<file path="config.mk">
export PLATFORM = sky130hd
export DESIGN_NAME = sbc_resolve
export DESIGN_NICKNAME = d
export VERILOG_FILES = /design/src/rtl/sbc_pkg.sv /design/src/rtl/sbc_resolve.sv
export SDC_FILE = /design/constraint.sdc
export NUM_CORES = 2
export LEC_CHECK = 0
export ABC_AREA = 1
export BUFFER_PORTS_ARGS = -buffer_cell sky130_fd_sc_hd__buf_4
export CAP_MARGIN = 5
export CORE_ASPECT_RATIO = 0.5
export CORE_MARGIN = 3
export CORE_UTILIZATION = 60
export CTS_BUF_LIST = sky130_fd_sc_hd__clkbuf_4 sky130_fd_sc_hd__clkbuf_8
export CTS_CLUSTER_SIZE = 28
export DETAILED_ROUTE_END_ITERATION = 12
export HOLD_SLACK_MARGIN = 0.08
export PLACE_DENSITY = 0.81
export SYNTH_ARGS = -nofsm -noshare
export SYNTH_HDL_FRONTEND = slang
export SYNTH_SLANG_ARGS = --single-unit
</file>
<file path="constraint.sdc">
create_clock -name clk -period 7 [get_ports clk]
set_input_delay 0 -clock clk [delete_from_list [all_inputs] [get_ports clk]]
set_output_delay 0 -clock clk [all_outputs]
set_load 0.1 [all_outputs]
</file>
<file path="src/rtl/sbc_pkg.sv">
package sbc_pkg;

	localparam int CoordW      = 24;
	localparam int EnergyW     = 32;
	localparam int NumAxes     = 3;
	localparam int NumFaces    = 6;
	localparam int CfgIdxW     = 3;
	localparam int FracOutW    = 17;
	localparam int FracOutBits = 16;
	localparam int MuFracDef   = 16;

	typedef enum logic [CfgIdxW-1:0] {
		REG_MIN_X = 3'd0,
		REG_MAX_X = 3'd1,
		REG_MIN_Y = 3'd2,
		REG_MAX_Y = 3'd3,
		REG_MIN_Z = 3'd4,
		REG_MAX_Z = 3'd5
	} cfg_reg_t;

	typedef struct packed {
		logic active;
		logic outward;
		logic negative;
		logic positive;
	} face_flags_t;

	typedef struct packed {
		logic [EnergyW-1:0]           energy;
		logic                         zero_len;
		face_flags_t [NumFaces-1:0]   face;
	} side_t;

endpackage

</file>
<file path="src/rtl/sbc_resolve.sv">
module sbc_resolve
	import sbc_pkg::*;
#(
	parameter int MuFracBits = MuFracDef
)(
	input  logic                                clk,
	input  logic                                arst_n,
	input  logic                                in_valid,
	output logic                                in_ready,
	input  logic [NumFaces-1:0][MuFracBits-1:0] quot,
	input  logic [NumFaces-1:0]                 sat,
	input  side_t                               side,
	output logic                                out_valid,
	input  logic                                out_ready,
	output logic [FracOutW-1:0]                 contained_fraction,
	output logic [EnergyW-1:0]                  escaped_energy,
	output logic [EnergyW-1:0]                  counted_energy,
	output logic                                fully_escaped,
	output logic                                zero_length
);

	localparam int MuW   = MuFracBits + 1;
	localparam int ProdW = EnergyW + MuW + 1;
	localparam logic [MuW-1:0] One = MuW'(1) << MuFracBits;
	localparam logic [ProdW-1:0] Half = ProdW'(1) << (MuFracBits - 1);

	logic v_s1, v_s2, v_s3, v_s4;
	logic rdy_s1, rdy_s2, rdy_s3, rdy_s4;

	assign rdy_s4   = !v_s4 || out_ready;
	assign rdy_s3   = !v_s3 || rdy_s4;
	assign rdy_s2   = !v_s2 || rdy_s3;
	assign rdy_s1   = !v_s1 || rdy_s2;
	assign in_ready = rdy_s1;

	always_ff @(posedge clk or negedge arst_n) begin
		if (!arst_n) begin
			v_s1 <= 1'b0;
			v_s2 <= 1'b0;
			v_s3 <= 1'b0;
			v_s4 <= 1'b0;
		end else begin
			if (rdy_s1) v_s1 <= in_valid;
			if (rdy_s2) v_s2 <= v_s1;
			if (rdy_s3) v_s3 <= v_s2;
			if (rdy_s4) v_s4 <= v_s3;
		end
	end

	// stage 1: narrow the interval over all faces
	logic [MuW-1:0] lo_n, hi_n;
	logic           force_n;

	always_comb begin
		logic [MuW-1:0] mu;
		lo_n    = '0;
		hi_n    = One;
		force_n = 1'b0;
		for (int f = 0; f < NumFaces; f++) begin
			mu = sat[f] ? One : {1'b0, quot[f]};
			if (side.face[f].active) begin
				if (side.face[f].outward) begin
					if (side.face[f].negative) force_n = 1'b1;
					else if (mu < hi_n) hi_n = mu;
				end else if (side.face[f].positive && mu > lo_n) begin
					lo_n = mu;
				end
			end
		end
	end

	logic [MuW-1:0]     lo_s1, hi_s1;
	logic               force_s1, zero_s1;
	logic [EnergyW-1:0] energy_s1;

	always_ff @(posedge clk) begin
		if (rdy_s1 && in_valid) begin
			lo_s1     <= lo_n;
			hi_s1     <= hi_n;
			force_s1  <= force_n;
			zero_s1   <= side.zero_len;
			energy_s1 <= side.energy;
		end
	end

	// stage 2: fraction and its complement
	logic [MuW-1:0]     frac_s2, rest_s2;
	logic               force_s2, zero_s2;
	logic [EnergyW-1:0] energy_s2;

	always_ff @(posedge clk) begin
		logic [MuW-1:0] fr;
		if (rdy_s2 && v_s1) begin
			fr        = (!force_s1 && hi_s1 > lo_s1) ? (hi_s1 - lo_s1) : '0;
			frac_s2   <= fr;
			rest_s2   <= One - fr;
			force_s2  <= force_s1;
			zero_s2   <= zero_s1;
			energy_s2 <= energy_s1;
		end
	end

	// stage 3: scale energy by the escaped part
	logic [ProdW-1:0]   prod_s3;
	logic [MuW-1:0]     frac_s3;
	logic               force_s3, zero_s3;
	logic [EnergyW-1:0] energy_s3;

	always_ff @(posedge clk) begin
		if (rdy_s3 && v_s2) begin
			prod_s3   <= ProdW'(energy_s2) * ProdW'(rest_s2);
			frac_s3   <= frac_s2;
			force_s3  <= force_s2;
			zero_s3   <= zero_s2;
			energy_s3 <= energy_s2;
		end
	end

	// stage 4: round and drive the result register
	always_ff @(posedge clk) begin
		logic [ProdW-1:0]        rounded;
		logic [MuW+FracOutBits-1:0] fw;
		if (rdy_s4 && v_s3) begin
			rounded = (prod_s3 + Half) >> MuFracBits;
			fw      = {{FracOutBits{1'b0}}, frac_s3} << FracOutBits;
			fw      = fw >> MuFracBits;
			if (zero_s3) begin
				contained_fraction <= '0;
				escaped_energy     <= '0;
				counted_energy     <= '0;
				fully_escaped      <= 1'b0;
				zero_length        <= 1'b1;
			end else begin
				contained_fraction <= fw[FracOutW-1:0];
				escaped_energy     <= rounded[EnergyW-1:0];
				counted_energy     <= energy_s3;
				fully_escaped      <= force_s3;
				zero_length        <= 1'b0;
			end
		end
	end

	assign out_valid = v_s4;

endmodule

</file>
== After elaboration in Yosys (flattened, before gate mapping) ==
Index checks and enable logic that the tools add are counted.
Word-level totals
  bits in registers: 322
  input bits: 163
  output and inout bits: 85
  logic and storage cells: 129
Operators by class
  add/sub/neg operators: 3
  multiply operators: 1
  order comparisons: 13
  muxes and demuxes: 68
  reductions and logical operators: 20
Operator list (count)
  two-way mux 17 bit: 49
  > comparator 17 bit: 6
  less-than comparator 17 bit: 5
  adder 48 x 16 -> 48 bit, second input constant: 1
  multiplier 32 x 17 -> 48 bit: 1
  two-way mux 1 bit: 19
  > comparator 17 x 1 -> 1 bit, second input constant: 1
  less-than comparator 17 bit, second input constant: 1
  subtractor 17 bit: 1
  subtractor 17 bit, first input constant: 1
  logical AND 1 bit: 11
  zero test 1 bit: 5
  logical OR 1 bit: 4

== Longest topological paths before layout ==
  word-level depth: 31
  mapped depth: 77
  depth with buffers taken out: 74

== Worst setup path before layout ==
OpenSTA, ideal clock, no wires.
  path type: input to register
  from: input port sat[0]
  to: register lo_s1[10], data pin
  library setup time: 0.268 ns
  data arrival time: 9.176 ns
  data required time: 6.732 ns
  slack: -2.444 ns
  stages on the path: 72
  buffers on the path: 8
  path through: buf_6 -> buf_2 -> nor2_1 -> nor3_1 -> nand4_1 -> nand2_1 -> nor2_1 -> buf_2 -> nand2_1 -> ha_1 -> a21oi_1 -> nor3_1 -> a211oi_1 -> nand2_1 -> a21oi_1 -> o21bai_1 -> nand2_1 -> clkbuf_1 -> [36 not listed] -> nor2_1 -> o221ai_1 -> nand2_1 -> clkbuf_1 -> nand2_1 -> o21ai_0 -> ha_1 -> a21oi_1 -> o21ai_0 -> a221oi_1 -> o221ai_1 -> a21oi_1 -> o221ai_1 -> nand2_1 -> inv_1 -> clkbuf_1 -> nand2_1 -> o21ai_0
On the way
  longest elaborated chain between the ends: 31
RTL lines
  from (decl): line sbc_resolve.sv:11  | input logic [NumFaces-1:0] sat,
  two-way mux 17 bit (*): line sbc_resolve.sv:60  | mu = sat[f] ? One : {1'b0, quot[f]};
  > comparator 17 x 1 -> 1 bit: line sbc_resolve.sv:65  | end else if (side.face[f].positive && mu > lo_n) begin
  logical AND 1 bit: line sbc_resolve.sv:65
  two-way mux 17 bit (*): line sbc_resolve.sv:65
  two-way mux 17 bit (*): line sbc_resolve.sv:62  | if (side.face[f].outward) begin
  two-way mux 17 bit (*): line sbc_resolve.sv:61  | if (side.face[f].active) begin
  > comparator 17 bit: line sbc_resolve.sv:65
  logical AND 1 bit: line sbc_resolve.sv:65
  [16 not listed]
  two-way mux 17 bit: line sbc_resolve.sv:62
  two-way mux 17 bit (*): line sbc_resolve.sv:61
  > comparator 17 bit: line sbc_resolve.sv:65
  logical AND 1 bit: line sbc_resolve.sv:65
  two-way mux 17 bit: line sbc_resolve.sv:65
  two-way mux 17 bit: line sbc_resolve.sv:62
  two-way mux 17 bit (*): line sbc_resolve.sv:61
  named net lo_n[10]: line sbc_resolve.sv:51  | logic [MuW-1:0] lo_n, hi_n;
  to (signal assigned): line sbc_resolve.sv:78  | lo_s1 <= lo_n;
  to (decl): line sbc_resolve.sv:72  | logic [MuW-1:0] lo_s1, hi_s1;
The timed path passes the listed nets; every way through them passes the cells marked *.
A chain may end at the register's enable or synchronous reset.

== Final worst setup path ==
  from: input port sat[0]
  to: register lo_s1[13], data pin
Same word-level chain as after synthesis.

==> results.md <==
- The run finished, with violations left.
- The final reports fail on setup timing.
- The layout overhead on the synthesized area is 27.01%.
- The biggest area consumer among synthesized cells is sky130_fd_sc_hd__edfxtp_1.
- After layout, the worst path uses 131.6% of the clock period.
- The share of cells above drive strength 1 is 22.09%.
- The number of I/O pins is around 250.
- The worst setup path is captured at a register.
- The initial standard-cell utilization of the core is between 60% and 70%.
- The maximum net fanout on the critical path is 8.
- The area of the core region is just under 60000 µm².
- At the later pin of the worst-skew pair, clock insertion delay measures about 0.63 ns.
- The initial antenna violation count is 3.
- The largest net degree at the start of global routing is 69.
- The quantity of I/O buffers inserted on ports is between 200 and 250.
- The largest individual stage delay along the critical path comes from the cell sky130_fd_sc_hd__ha_1.
- The remaining antenna violation count after routing is 0.
- The mean area per synthesized cell is roughly 8.4 µm².
- The clock passes through at most 3 buffers.
- At the end of the flow the core is filled with cells to 77.66%.
- The final hold violation count was 0.
- In this run, synthesis inferred 302 flip-flops with an integrated enable.
- Setup repair after global routing could not meet its margin everywhere.
- Among all cell types in the netlist, the one instantiated most often is sky130_fd_sc_hd__nand2_1.
- Dividing the detail-routed wire length by the instance count gives about 19 µm.
- At the worst endpoint, the required time is 7.38 ns.
- The total number of yosys warnings is 0.
- The max-slew violation count is 0.
- The maximum cell stage delay along the critical path is about 0.35 ns.
- The fraction of synthesis flops using an asynchronous set or reset pin is 1.307%.
- The number of nets handed over by synthesis was between 5000 and 6000.
- The transition time of the tightest slew-check pin is about 1.0 ns.
- In the post-route analysis, the smallest setup slack over all paths is -2.210 ns.
- The overall die area is 62100 µm².
- The number of violations of the max-capacitance limit is 0.
- After detailed routing, the number of vias per cell comes to 5.501.
- The clock root buffer is sky130_fd_sc_hd__clkbuf_8.
- The routed layout has 31470 vias.
- The most instantiated flip-flop cell in the synthesis netlist is sky130_fd_sc_hd__edfxtp_1.
- Summing the sequential cell areas from Yosys gives between 20% and 30% of the chip area.
- The relative max-transition margin is ~30%.
- The final net count is roughly 6000.
- For this design, the sink count on the clock tree is 306.
- Registers take between 9000 and 10000 µm².
- The wire length of the first global-routing pass is 167800 µm.
- Clock tree synthesis inserted a total of 46 buffers.
- Subtracting the final worst setup slack from the clock period gives between 9 and 10 ns.
- The number of cell rows is 62.
- The final-layout fill cell count is 3878.
- In the routed design, unresolved DRC markers number 0.
- The HPWL after detailed placement is roughly 83000 µm.
- Between clock sinks in the finished design, the worst skew comes to 0.05101 ns.
- The number of DRC violations after detailed-routing iteration 0 is between 2000 and 3000.
- The total number of H-tree levels is 2.
- The setup path with the least slack is of type in2reg.
- Measured along the y axis, the die boundary spans 177.7 µm.
- The number of cells traversed by the worst hold path is 6.
- The data arrival at the endpoint of the critical path is 9.59 ns.
- In this run the cell area of the synthesized design comes to about 35000 µm².
- Hold is met by approximately 0.1 ns.
- The total grt overflow is 0.
- The combined area of the multi-input logic cells is roughly 23000 µm².
- The upper clock frequency limit is 108.6 MHz.
- The number of distinct standard cells referenced by the synthesized netlist is 60.
- The worst reg-to-reg path cell count is 21.
- The clock tree from TritonCTS is done.
- The worst setup path is launched from an input port.
- The share of Yosys cell area claimed by the top area cell type is 25.63%.
- After synthesis, the cell types taking the most area are sky130_fd_sc_hd__edfxtp_1, sky130_fd_sc_hd__fa_1, sky130_fd_sc_hd__nand2_1, sky130_fd_sc_hd__inv_1, sky130_fd_sc_hd__ha_1.
- The detailed-router iteration count before antenna repair is 6.
- By count the netlist is led by sky130_fd_sc_hd__nand2_1, sky130_fd_sc_hd__inv_1, sky130_fd_sc_hd__fa_1.
- The via count of the first global-routing pass came to 32390.
- From left edge to right edge, the die measures between 300 and 400 µm.
- After synthesis the netlist holds a flip-flop and latch count of between 300 and 400.
- The total wire length after detailed routing is 108100 µm.
- The last weighted congestion value of the routability-driven placer is about 1.
- The total setup violations reported at the end of the flow is 34.
- The clock-pin slew of the registers on the worst-case setup and hold paths is approximately 0.060 ns.
- The tightest min-delay check is of the in2reg type.
- After technology mapping, the gate count stands at between 4000 and 5000.
- Across every metal layer, demand over resource in global routing totals approximately a third.
==> worst max-delay path: cells and delay by family <==
kind | cells | cell delay [ns]
simple gates | 25 | 2.88
compound gates | 27 | 3.70
fa+ha+maj | 5 | 1.35
buf+inv | 13 | 1.63
==> sequential cells by signal (all words and copies together) (netlist names), 16 cells and up <==
| register | count |
|---|---|
| contained_fraction | 17 |
| energy_s2 | 32 |
| frac_s2 | 17 |
| hi_s1 | 17 |
| energy_s1 | 32 |
| rest_s2 | 16 |
| prod_s3 | 33 |
| frac_s3 | 17 |
| energy_s3 | 32 |
| escaped_energy | 32 |
| counted_energy | 32 |
| lo_s1 | 17 |
==> path summary, 6_finish.rpt <==
| path | start | endpoint | slack (ns) |
|---|---|---|---|
| max | sat[0] | lo_s1[13]$_DFFE_PP_ | -2.21 |
| max in group asynchronous | arst_n | v_s1$_DFFE_PN0N_ | 6.56 |
| min | quot[74] | hi_s1[10]$_DFFE_PP_ | 0.1 |
| min reg2reg | energy_s1[12]$_DFFE_PP_ | energy_s2[12]$_DFFE_PP_ | 0.39 |
| max reg2reg | rest_s2[9]$_DFFE_PP_ | prod_s3[46]$_DFFE_PP_ | 0.17 |
| min in group asynchronous | arst_n | v_s3$_DFFE_PN0P_ | 0.26 |
==> repair_timing <==
item                       in CTS  in global routing
cloned                          9                  3
hold endpoints to repair       76                  2
hold buffers                   78                  2
gates resized for setup       223                142
setup endpoints to repair      34                 37
setup buffers                  30                 26
pin swaps                      76                 80
==> per-layer routing <==
| layer | wire length (µm) | share of wire, % | GRT usage, % | vias to the layer above |
|---|---|---|---|---|
| li1 | - | - | - | 14340 |
| met4 | 3840 | 3.6 | 11.38 | 6 |
| met1 | 42450 | 39 | 45.54 | 15120 |
| met5 | 64 | 0.059 | 0 | - |
| met3 | 11380 | 11 | 7.380 | 320 |
| met2 | 50340 | 47 | 57.70 | 1695 |
==> kinds of logic (layout without fill, tap and decap cells) <==
logic type                 Yosys count  after routing  synth area share (%)
and+or+nand+nor                   1480           1483                 16.98
buffers and inverters             1178           1906                 12.57
adders and majority gates          748            748                 35.93
AOI/OAI and AO/OA                  443            443                 6.966
DFF                                306            306                 25.91
xor gates and xnor gates            64             64                 1.584
muxes                                2              2               0.05658
other                                0              1                     0
==> cell type report <==
| class | count | share of cell area (%) |
|---|---|---|
| multi-input combinational | 2740 | 51.65 |
| sequential | 306 | 20.40 |
| timing repair buffer | 805 | 14.86 |
| inverter | 1018 | 8.560 |
| tap | 768 | 2.138 |
| clock buffer | 60 | 1.712 |
| clock inverter | 20 | 0.5846 |
| timing repair inverter | 3 | 0.09187 |
| antenna | 1 | 0.005568 |
==> per-stage QoR <==
step                std cells  cell area, µm²  setup slack [ns]  TNS (ns)
floorplan                4221           35750            -1.503    -42.64
global placement         5493           41060            -3.217    -90.92
finish                   5721           44940            -2.210    -63.59
global route             5721           44940            -2.689    -79.19
CTS                      5690           44000            -1.926    -53.87
detailed placement       5493           41060            -3.541   -101.77
==> placed cells by master, fill, tap and decap left out, drive strengths merged, types with 14 or more instances in the layout <==
cell type / count
nor4: 14
nand2: 1058
nor3: 42
inv: 1022
xnor2: 20
nand3: 73
fa: 447
a21oi: 183
o21ai: 176
nor2: 246
o21a: 22
dlygate4sd3: 80
edfxtp: 302
o21bai: 14
xor2: 44
nand4: 29
ha: 301
buf: 723
clkbuf: 61
Power is not shown: default switching activity piles up to over one toggle a cycle in this logic, so the estimate is an artifact.
