## src/rtl/sbc_pkg.sv

```systemverilog
package sbc_pkg;

	localparam int CoordW      = 24;
	localparam int EnergyW     = 32;
	localparam int NumAxes     = 3;
	localparam int NumFaces    = 6;
	localparam int CfgIdxW     = 3;
	localparam int FracOutW    = 17;
	localparam int FracOutBits = 16;
	localparam int MuFracDef   = 16;

	typedef enum logic [CfgIdxW-1:0] {
		REG_MIN_X = 3'd0,
		REG_MAX_X = 3'd1,
		REG_MIN_Y = 3'd2,
		REG_MAX_Y = 3'd3,
		REG_MIN_Z = 3'd4,
		REG_MAX_Z = 3'd5
	} cfg_reg_t;

	typedef struct packed {
		logic active;
		logic outward;
		logic negative;
		logic positive;
	} face_flags_t;

	typedef struct packed {
		logic [EnergyW-1:0]           energy;
		logic                         zero_len;
		face_flags_t [NumFaces-1:0]   face;
	} side_t;

endpackage

```

## src/rtl/sbc_prep.sv

```systemverilog
module sbc_prep
	import sbc_pkg::*;
(
	input  logic                                clk,
	input  logic                                arst_n,
	input  logic                                in_valid,
	output logic                                in_ready,
	input  logic [NumAxes-1:0][CoordW-1:0]      start_pt,
	input  logic [NumAxes-1:0][CoordW-1:0]      end_pt,
	input  logic [EnergyW-1:0]                  energy,
	input  logic [NumFaces-1:0][CoordW-1:0]     box,
	output logic                                out_valid,
	input  logic                                out_ready,
	output logic [NumFaces-1:0][CoordW-1:0]     anum,
	output logic [NumFaces-1:0][CoordW-1:0]     ad,
	output side_t                               side
);

	logic                    v_s1, v_s2, rdy_s1, rdy_s2;
	logic signed [CoordW:0]  d_s1 [NumAxes];
	logic signed [CoordW:0]  num_s1 [NumFaces];
	logic [EnergyW-1:0]      energy_s1;

	assign rdy_s2   = !v_s2 || out_ready;
	assign rdy_s1   = !v_s1 || rdy_s2;
	assign in_ready = rdy_s1;

	always_ff @(posedge clk or negedge arst_n) begin
		if (!arst_n) begin
			v_s1 <= 1'b0;
			v_s2 <= 1'b0;
		end else begin
			if (rdy_s1) v_s1 <= in_valid;
			if (rdy_s2) v_s2 <= v_s1;
		end
	end

	always_ff @(posedge clk) begin
		if (rdy_s1 && in_valid) begin
			for (int a = 0; a < NumAxes; a++) begin
				d_s1[a] <= $signed({end_pt[a][CoordW-1], end_pt[a]})
					- $signed({start_pt[a][CoordW-1], start_pt[a]});
			end
			for (int f = 0; f < NumFaces; f++) begin
				num_s1[f] <= $signed({box[f][CoordW-1], box[f]})
					- $signed({start_pt[f/2][CoordW-1], start_pt[f/2]});
			end
			energy_s1 <= energy;
		end
	end

	logic [NumFaces-1:0][CoordW-1:0] anum_n, ad_n;
	side_t                           side_n;

	always_comb begin
		logic signed [CoordW:0] dv, nv;
		logic [CoordW:0]        an, dn;
		side_n.energy   = energy_s1;
		side_n.zero_len = (d_s1[0] == '0) && (d_s1[1] == '0) && (d_s1[2] == '0);
		for (int f = 0; f < NumFaces; f++) begin
			dv = d_s1[f/2];
			nv = num_s1[f];
			an = nv[CoordW] ? -nv : nv;
			dn = dv[CoordW] ? -dv : dv;
			anum_n[f] = an[CoordW-1:0];
			ad_n[f]   = dn[CoordW-1:0];
			side_n.face[f].active   = (dv != '0);
			// odd faces are max faces: outward is +axis
			side_n.face[f].outward  = (f % 2 == 1) ? (!dv[CoordW] && dv != '0) : dv[CoordW];
			side_n.face[f].negative = (nv != '0) && (nv[CoordW] != dv[CoordW]);
			side_n.face[f].positive = (nv != '0) && (nv[CoordW] == dv[CoordW]);
		end
	end

	always_ff @(posedge clk) begin
		if (rdy_s2 && v_s1) begin
			anum <= anum_n;
			ad   <= ad_n;
			side <= side_n;
		end
	end

	assign out_valid = v_s2;

endmodule

```

## config.mk

```make
export PLATFORM = sky130hd
export DESIGN_NAME = sbc_prep
export DESIGN_NICKNAME = d
export VERILOG_FILES = /design/src/rtl/sbc_pkg.sv /design/src/rtl/sbc_prep.sv
export SDC_FILE = /design/constraint.sdc
export NUM_CORES = 1
export LEC_CHECK = 0
export BUFFER_PORTS_ARGS = -buffer_cell sky130_fd_sc_hd__buf_2
export CORE_ASPECT_RATIO = 0.8
export CORE_MARGIN = 2
export CORE_UTILIZATION = 50
export DETAILED_ROUTE_END_ITERATION = 8
export PLACE_DENSITY = 0.8
export SETUP_SLACK_MARGIN = 0.02
export SLEW_MARGIN = 25
export SYNTH_ARGS = -nofsm -noshare
export SYNTH_HDL_FRONTEND = slang
export SYNTH_SLANG_ARGS = --single-unit
```

## constraint.sdc

```tcl
create_clock -name clk -period 6.9 [get_ports clk]
set_input_delay 0.345 -clock clk [delete_from_list [all_inputs] [get_ports clk]]
set_output_delay 0.345 -clock clk [all_outputs]
set_load 0.005 [all_outputs]
```

# --- Word-level counts from Yosys, hierarchy flattened ---
# Memories as Yosys holds them, arrays and structs flattened.
# Cells that the tools add are included.
op_classes:
  div: 0
  shift: 0
  addsub: 18
  eq_ne: 12
  n_mux: 11
  magnitude_cmp: 0
  mul: 0
  bitwise: 0
  reduce_logical: 38
ops:
  columns: ["op", "count"]
  rows:
  - ["$reduce_bool 25->1", 9]
  - ["$sub 24x24->25", 9]
  - ["$mux 24", 9]
  - ["$neg 24->24", 9]
  - ["$logic_not 25->1", 3]
  - ["$logic_and 1x1->1", 19]
  - ["$eq 1x1->1", 6]
  - ["$ne 1x1->1", 6]
  - ["$logic_not 1->1", 5]
  - ["$logic_or 1x1->1", 2]
  - ["$mux 1", 2]
totals:
  ram_bits: 225
  out_inout_bits: 347
  register_bits: 304
  in_bits: 324
  romBits: 0
  latchBits: 0
  mem_count: 2
mem_list:
  columns: ["memory", "words", "word_bits", "rd", "rd_ports_with_merged_regs", "wr", "line_no", "source"]
  rows:
  - ["num_s1", 6, 25, 6, 0, 6, "sbc_prep.sv:21", "logic signed [CoordW:0] num_s1 [NumFaces];"]
  - ["d_s1", 3, 25, 3, 0, 3, "sbc_prep.sv:20", "logic signed [CoordW:0] d_s1 [NumAxes];"]

# --- Depth between registers and ports, before layout ---
# Gate-level depths: netlist (run 1).
depth:
  word_depth: 6
  ltp_mapped: 12

# --- Worst setup path before layout (run 1) ---
# Ideal clock, no wire load.
synth_timing:
  path_kind: "register to register"
  startpoint: "register v_s2, in the netlist out_valid"
  endpoint: "register ad[120] in the netlist's numbering (enable)"
  path_stages_with_launch: 3
  setup_ps: 665
  slack_ps: -351
  arrival_ps: 6587
  n_path_buf: 0
  period_less_slack_ps: 7251
  cell_sequence: "dfrtp_1 > nand2b_1 > and2_1"
synth_via:
  elab_chain_len: 3
synth_lines:
  columns: ["item", "line_no", "source"]
  rows:
  - ["start, declared", "sbc_prep.sv:19", "logic v_s1, v_s2, rdy_s1, rdy_s2;"]
  - ["start signal, assigned", "sbc_prep.sv:34", "if (rdy_s2) v_s2 <= v_s1;"]
  - ["$logic_not 1->1", "sbc_prep.sv:24", "assign rdy_s2 = !v_s2 || out_ready;"]
  - ["$logic_or 1x1->1", "sbc_prep.sv:24", null]
  - ["$logic_and 1x1->1", "sbc_prep.sv:76", "if (rdy_s2 && v_s1) begin"]
  - ["end signal, assigned", "sbc_prep.sv:78", "ad <= ad_n;"]
  - ["end, declared", "sbc_prep.sv:15", "output logic [NumFaces-1:0][CoordW-1:0] ad,"]
# No other way between the ends.
# A chain may end at the register's enable or synchronous reset.

==> flow_summary.yaml, run 1 <==
status:
  status: "finished clean"
clock_network:
  htreeDepth: 2
  cts_resized: 0
  clock_latency_ps: 620
  cts.sinks: 529
  cts_tree: "built"
  cts_root_buffer: "clkbuf_16"
  numCtsBuffers: 54
  cts.clk_slew.worst_paths_ps: 60
  clock_path_buffers: 3
synthesis:
  synth-simple-area-share: 0.107
  synth_area_leaders: "edfxtp_1 (51%), ha_1 (9.1%), xnor2_1 (8.6%), o21ai_0 (2.7%), inv_1 (2.4%)"
  ys_ff_latch: 529
  synth_area_per_cell_um2: 11.3
  synth-xor-area-share: 0.104
  synth_nets: 3310
  synthAdderAreaFrac: 0.0963
  yosysWarnings: 0
  yosysSeqAreaShare: 0.510
  synth.most_common_cell: "edfxtp_1"
  post-synth-top-area-cell: "edfxtp_1"
  syn_inst: 2752
  synth.area.mux_share: 0.00435
  synth.top_cell.area_share: 0.509
  ys_top_cells_by_count: "edfxtp_1 (527), xnor2_1 (305), ha_1 (225)"
  async_flop_share: 0.00378
  synthFlopType: "edfxtp_1"
  synth_cell_types: 64
  synth-edff-count: 527
  syn-cell-area_um2: 31100
  synth_top_family_by_area: "compound AO/OA/AOI/OAI gates"
  synth_compound_area_frac: 0.132
global_routing:
  overflow: 0
  grt_pass1_vias: 21981
  track_usage: 0.264
  grt_pass1_wl_um: 128000
  antenna_found_initial: 17
  grt_max_degree: 160
detailed_routing:
  dr.pass1.iters: 6
  routed_wl_um: 87700
  first_iter_violations: 2173
  antenna_left: 0
  num_vias: 23932
  viasPerCell: 5.58
  post_drt_wl_per_cell_um: 20.5
  drc: 0
final_layout:
  fillers: 4947
  fin_area_um2: 37000
  final_cells: 4286
  finalNetCount: 3969
  drive_gt1_frac: 0.232
  area_growth_pct: 18.8
timing:
  drv_slew: 0
  timing.setup.tns_ps: 0
  tightest_slew_ps: 1140
  finalHoldWorstSlack_ps: 44.2
  slew_headroom: 0.241
  fin_crit_sh: 0.445
  fmax_mhz: 326
  setup_viol: 0
  fin_skew_ps: 31.5
  hold_viol_final: 0
  fin_crit_ps: 3070
  rsz0062_at_grt: "no"
placement:
  place_congestion: 0.983
  place_area_um2: 34900
  numPortBuffers: 670
  place_inst: 4152
  hpwlAfterDp_um: 69200
power:
  p_per_area_nw_per_um2: 252
  ir_worst_vdd_v: 0.000200
  design_power_total_mw: 9.33
  p_leak_nw: 15.3
worst_setup_path:
  cp-end-kind: "flip-flop"
  start_kind: "flip-flop"
  criticalPathCategory: "flip-flop to flip-flop"
  worstPathMaxFanout: 5
  critical_path_required_ps: 7270
  crit_arrival_ps: 3440
floorplanning:
  die_x_um: 283
  core_area_um2: 61300
  io_pins: 671
  start_util: 0.507
  std_cell_rows: 81
  die_y_um: 227
  die-area_um2: 64200
run:
  maxCapViolations: 0
hold_path:
  hold_class: "primary input to flip-flop"
layout make-up:
cell class / instances / area (µm²) / area share
Sequential cell: 529 / 15900 / 0.430
Multi-Input combinational cell: 1917 / 13800 / 0.373
Timing Repair Buffer: 710 / 3770 / 0.102
Clock buffer: 68 / 1420 / 0.0385
Tap cell: 830 / 1040 / 0.0281
Inverter: 199 / 747 / 0.0202
Clock inverter: 29 / 289 / 0.00782
Antenna cell: 4 / 10.0 / 0.000271
registers in the layout, indices dropped and copies added, names as in the netlist:
register and cells:
ad 72, d_s1 75, anum 144, out_valid 1, energy_s1 32, side 54
v_s1 1, num_s1 150
worst paths after layout:
check                              start  slack [ps]             to  depth (start not counted)
min                           energy[29]          40  energy_s1[29]                          1
min in group asynchronous         arst_n          60           v_s1                          2
max reg2reg                 num_s1[2][2]        3830        side[8]                          8
min reg2reg                energy_s1[28]         420       side[53]                          0
max                         num_s1[2][2]        3830        side[8]                          8
max in group asynchronous         arst_n        6740      out_valid                          2
cell families after synthesis:
| kind of cell | after synthesis |
|---|---|
| and+or+nand+nor | 667 |
| adders and majority gates | 234 |
| muxes | 12 |
| buffers and inverters | 306 |
| AOI/OAI and AO/OA | 636 |
| DFF | 529 |
| xor gates and xnor gates | 368 |
timing repair:
action                                 4_1_cts  5_1_grt
hold buffers                                32        0
endpoints found under the hold margin       33        0
setup buffers                                0        0
where the power goes:
part	total (mW)	switching (mW)	internal, mW
sequential	4.41	0.285	4.13
combinational	2.02	1.12	0.899
clock	2.90	1.28	1.62
metrics by stage:
stage                     setup WS [ps]  utilization
after floorplan                    2670            -
after global placement             3320        0.569
after detailed placement           3470        0.569
after CTS                          3900        0.602
after global routing               3680        0.603
final                              3830        0.603
cell usage in the layout (no fill, tap or decap), types with 27 or more instances in the layout:
cell	count
xnor2_1	305
ha_1	225
o31ai_1	59
xor2_1	63
nand2_1	193
o21ai_0	168
a21o_1	79
inv_1	199
nor2b_1	40
nand4_1	27
nor3_1	46
o41ai_1	41
or4_1	32
buf_2	670
a21oi_1	134
nand2b_1	44
edfxtp_1	527
nor2_1	144
dlygate4sd3_1	32
nand3_1	41
clkbuf_16	54
routing by layer:
| metal | up-vias | wire [µm] | global-route usage |
|---|---|---|---|
| met5 | - | 133 | 0 |
| met4 | 20 | 3010 | 0.0862 |
| met3 | 201 | 7310 | 0.0491 |
| met2 | 1125 | 40000 | 0.424 |
| met1 | 11190 | 37200 | 0.363 |
| li1 | 11396 | - | - |
critical path, stage by stage (launching register included):
cell	delay, ps
edfxtp_1	480
nor4_1	380
inv_1	100
nor3_1	440
nand3_1	170
or4_1	580
nor3_1	280
nor2_1	80
mux2_2	310
Note: power is estimated with default switching activity, not from simulation.
==> run 2: changes to the inputs <==
clock period = 2.5 ns   (was 6.9 ns; I/O delays follow)
==> run 2 against run 1 <==
  * The flow now finishes with violations (setup timing)
  * Utilization up 7.6 points
  * Global-route usage up 1.6 points
  * Sequential power rose to 2.8 times the previous value
  * Worst setup slack worse by 4100 ps
  * Sequential cell count unchanged
  * Critical path depth down 1
  * Wire length up 7.3%
  * Hold slack worse by 9.2 ps
  * Design area up 13%
  * Via count up 8.7%
  * Total power rose to 3.0 times the previous value
  * Count of clock-buffer cells in the layout down 10
  * Critical endpoint is now ad[47]
  * Largest cell class unchanged
==> flow_summary.yaml, run 2 (synthesized netlist as in run 1, its figures left out) <==
status:
  status: "finished with violations"
  violations: "setup timing"
power:
  clock_power_share: 0.325
  p_seq_frac: 0.437
  comb_power_share: 0.238
  ir_worst_vdd_v: 0.000630
  cell_internal_pwr_mw: 20.1
  p_leak_nw: 17.7
  swShare: 0.283
  design_power_total_mw: 28.0
  p_per_area_nw_per_um2: 673
  p_sw_mw: 7.92
detailed_routing:
  viasPerCell: 5.51
  antenna_left: 0
  routed_wl_um: 94100
  dr.pass1.iters: 6
  post_drt_wl_per_cell_um: 19.9
  num_vias: 26015
  first_iter_violations: 2417
  drc: 0
worst_setup_path:
  critical_path_required_ps: 2850
  worstPathMaxFanout: 3
  criticalPathCategory: "flip-flop to flip-flop"
  crit_arrival_ps: 3150
  start_kind: "flip-flop"
  cp-end-kind: "flip-flop"
final_layout:
  finish.utilization: 0.678
  area_growth_pct: 33.7
  largest_reg_flops: 150
  final_cell_mix: "buf_2 (670), edfxtp_1 (527), buf_4 (351)"
  drive_gt1_frac: 0.337
  top_regs: "num_s1 (150), anum (144), d_s1 (75)"
  regMostFlops: "num_s1"
  finalNetCount: 4378
  final_common_cell: "buf_2"
floorplanning:
  die-area_um2: 64200
  start_util: 0.507
  std_cell_rows: 81
  core_area_um2: 61300
  die_x_um: 283
  io_pins: 671
  die_y_um: 227
placement:
  numPortBuffers: 670
  hpwlAfterDp_um: 72400
  place_congestion: 0.959
timing:
  hold_viol_final: 0
  setup_viol: 22
  fin_skew_ps: 18.0
  fin_crit_sh: 1.12
  tightest_slew_ps: 1150
  finalHoldWorstSlack_ps: 35.0
  post-route-worst-setup-slack_ps: -299
  fmax_mhz: 357
  drv_slew: 0
  rsz0062_at_grt: "yes"
  slew_headroom: 0.234
  fin_crit_ps: 2800
global_routing:
  grt_max_degree: 79
  grt_pass1_vias: 24583
  antenna_found_initial: 29
  overflow: 0
  track_usage: 0.280
  grt_pass1_wl_um: 138000
clock_network:
  cts_tree: "built"
  clock_latency_ps: 610
  cts_root_buffer: "clkbuf_16"
  cts.sinks: 529
  numCtsBuffers: 54
  htreeDepth: 2
  clock_path_buffers: 3
  cts.clk_slew.worst_paths_ps: 60
run:
  maxCapViolations: 0
hold_path:
  hold_class: "primary input to flip-flop"
==> run 2: cell count changes in the layout (fill, tap and decap cells not counted), sizes merged <==
cell and delta:
buf +367, diode +22, bufinv +10, clkbuf -10
inv -3, clkinvlp +8, dlygate4sd3 +42
==> run 2: power by group through the flow <==
| stage | registers (mW) | logic (mW) | clock network (mW) |
|---|---|---|---|
| after floorplan | 12.2 | 3.67 | 0 |
| after global placement | 12.3 | 6.15 | 0 |
| after detailed placement | 12.3 | 6.27 | 0 |
| after CTS | 12.2 | 6.47 | 9.24 |
| after global routing | 12.3 | 7.29 | 9.58 |
| final | 12.2 | 6.66 | 9.09 |
==> run 2: through the flow <==
| stage | instances | area [µm²] | setup WS [ps] | TNS [ps] |
|---|---|---|---|---|
| CTS | 4683 | 41000 | -292 | -3230 |
| detailed placement | 4491 | 37800 | -500 | -25000 |
| global route | 4717 | 41600 | -366 | -6080 |
| floorplan | 2752 | 31300 | -316 | -163970 |
| finish | 4722 | 41600 | -299 | -3590 |
| global placement | 4491 | 37800 | -449 | -19730 |
==> run 2: worst paths after layout <==
path / endpoint / start / depth (start not counted) / slack (ps)
worst max-delay path: ad[47] / d_s1[0][6] / 7 / -300
worst min-delay path: num_s1[0][2] / box[2] / 4 / 40
worst max register to register: ad[47] / d_s1[0][6] / 7 / -300
worst min register to register: side[50] / energy_s1[25] / 0 / 420
max in group asynchronous: v_s1 / arst_n / 3 / 2000
min in group asynchronous: out_valid / arst_n / 3 / 380
==> run 2: metal layers <==
| metal | vias up | part of all wire | track usage |
|---|---|---|---|
| met5 | - | 0.00048 | 0 |
| met3 | 263 | 0.085 | 0.0528 |
| met2 | 1227 | 0.47 | 0.456 |
| met4 | 8 | 0.050 | 0.131 |
| met1 | 12266 | 0.40 | 0.363 |
| li1 | 12251 | - | - |
==> run 2: what timing repair did <==
action                     in CTS  in global routing
setup endpoints to repair      49                 89
pin swaps                      19                 29
buffers inserted               16                 13
hold endpoints to repair       75                  0
hold buffers                   74                  0
resized for setup              63                 91
==> run 2: worst max-delay path, cell delays in order, from the launching register on <==
cell and delay [ps]:
edfxtp_1 380, or4_4 550, or3_4 350, or3_4 340, or4_4 570, buf_6 150, o21ai_2 110, xnor2_1 90
==> run 2: area by class of cell <==
class | count | area [µm²]
fill | 4409 | 19700
tap | 830 | 1040
antenna | 26 | 65.1
clock inverter | 44 | 624
inverter | 199 | 768
clock buffer | 58 | 1370
sequential | 529 | 15900
timing repair buffer | 1119 | 7130
multi-input combinational | 1917 | 14700
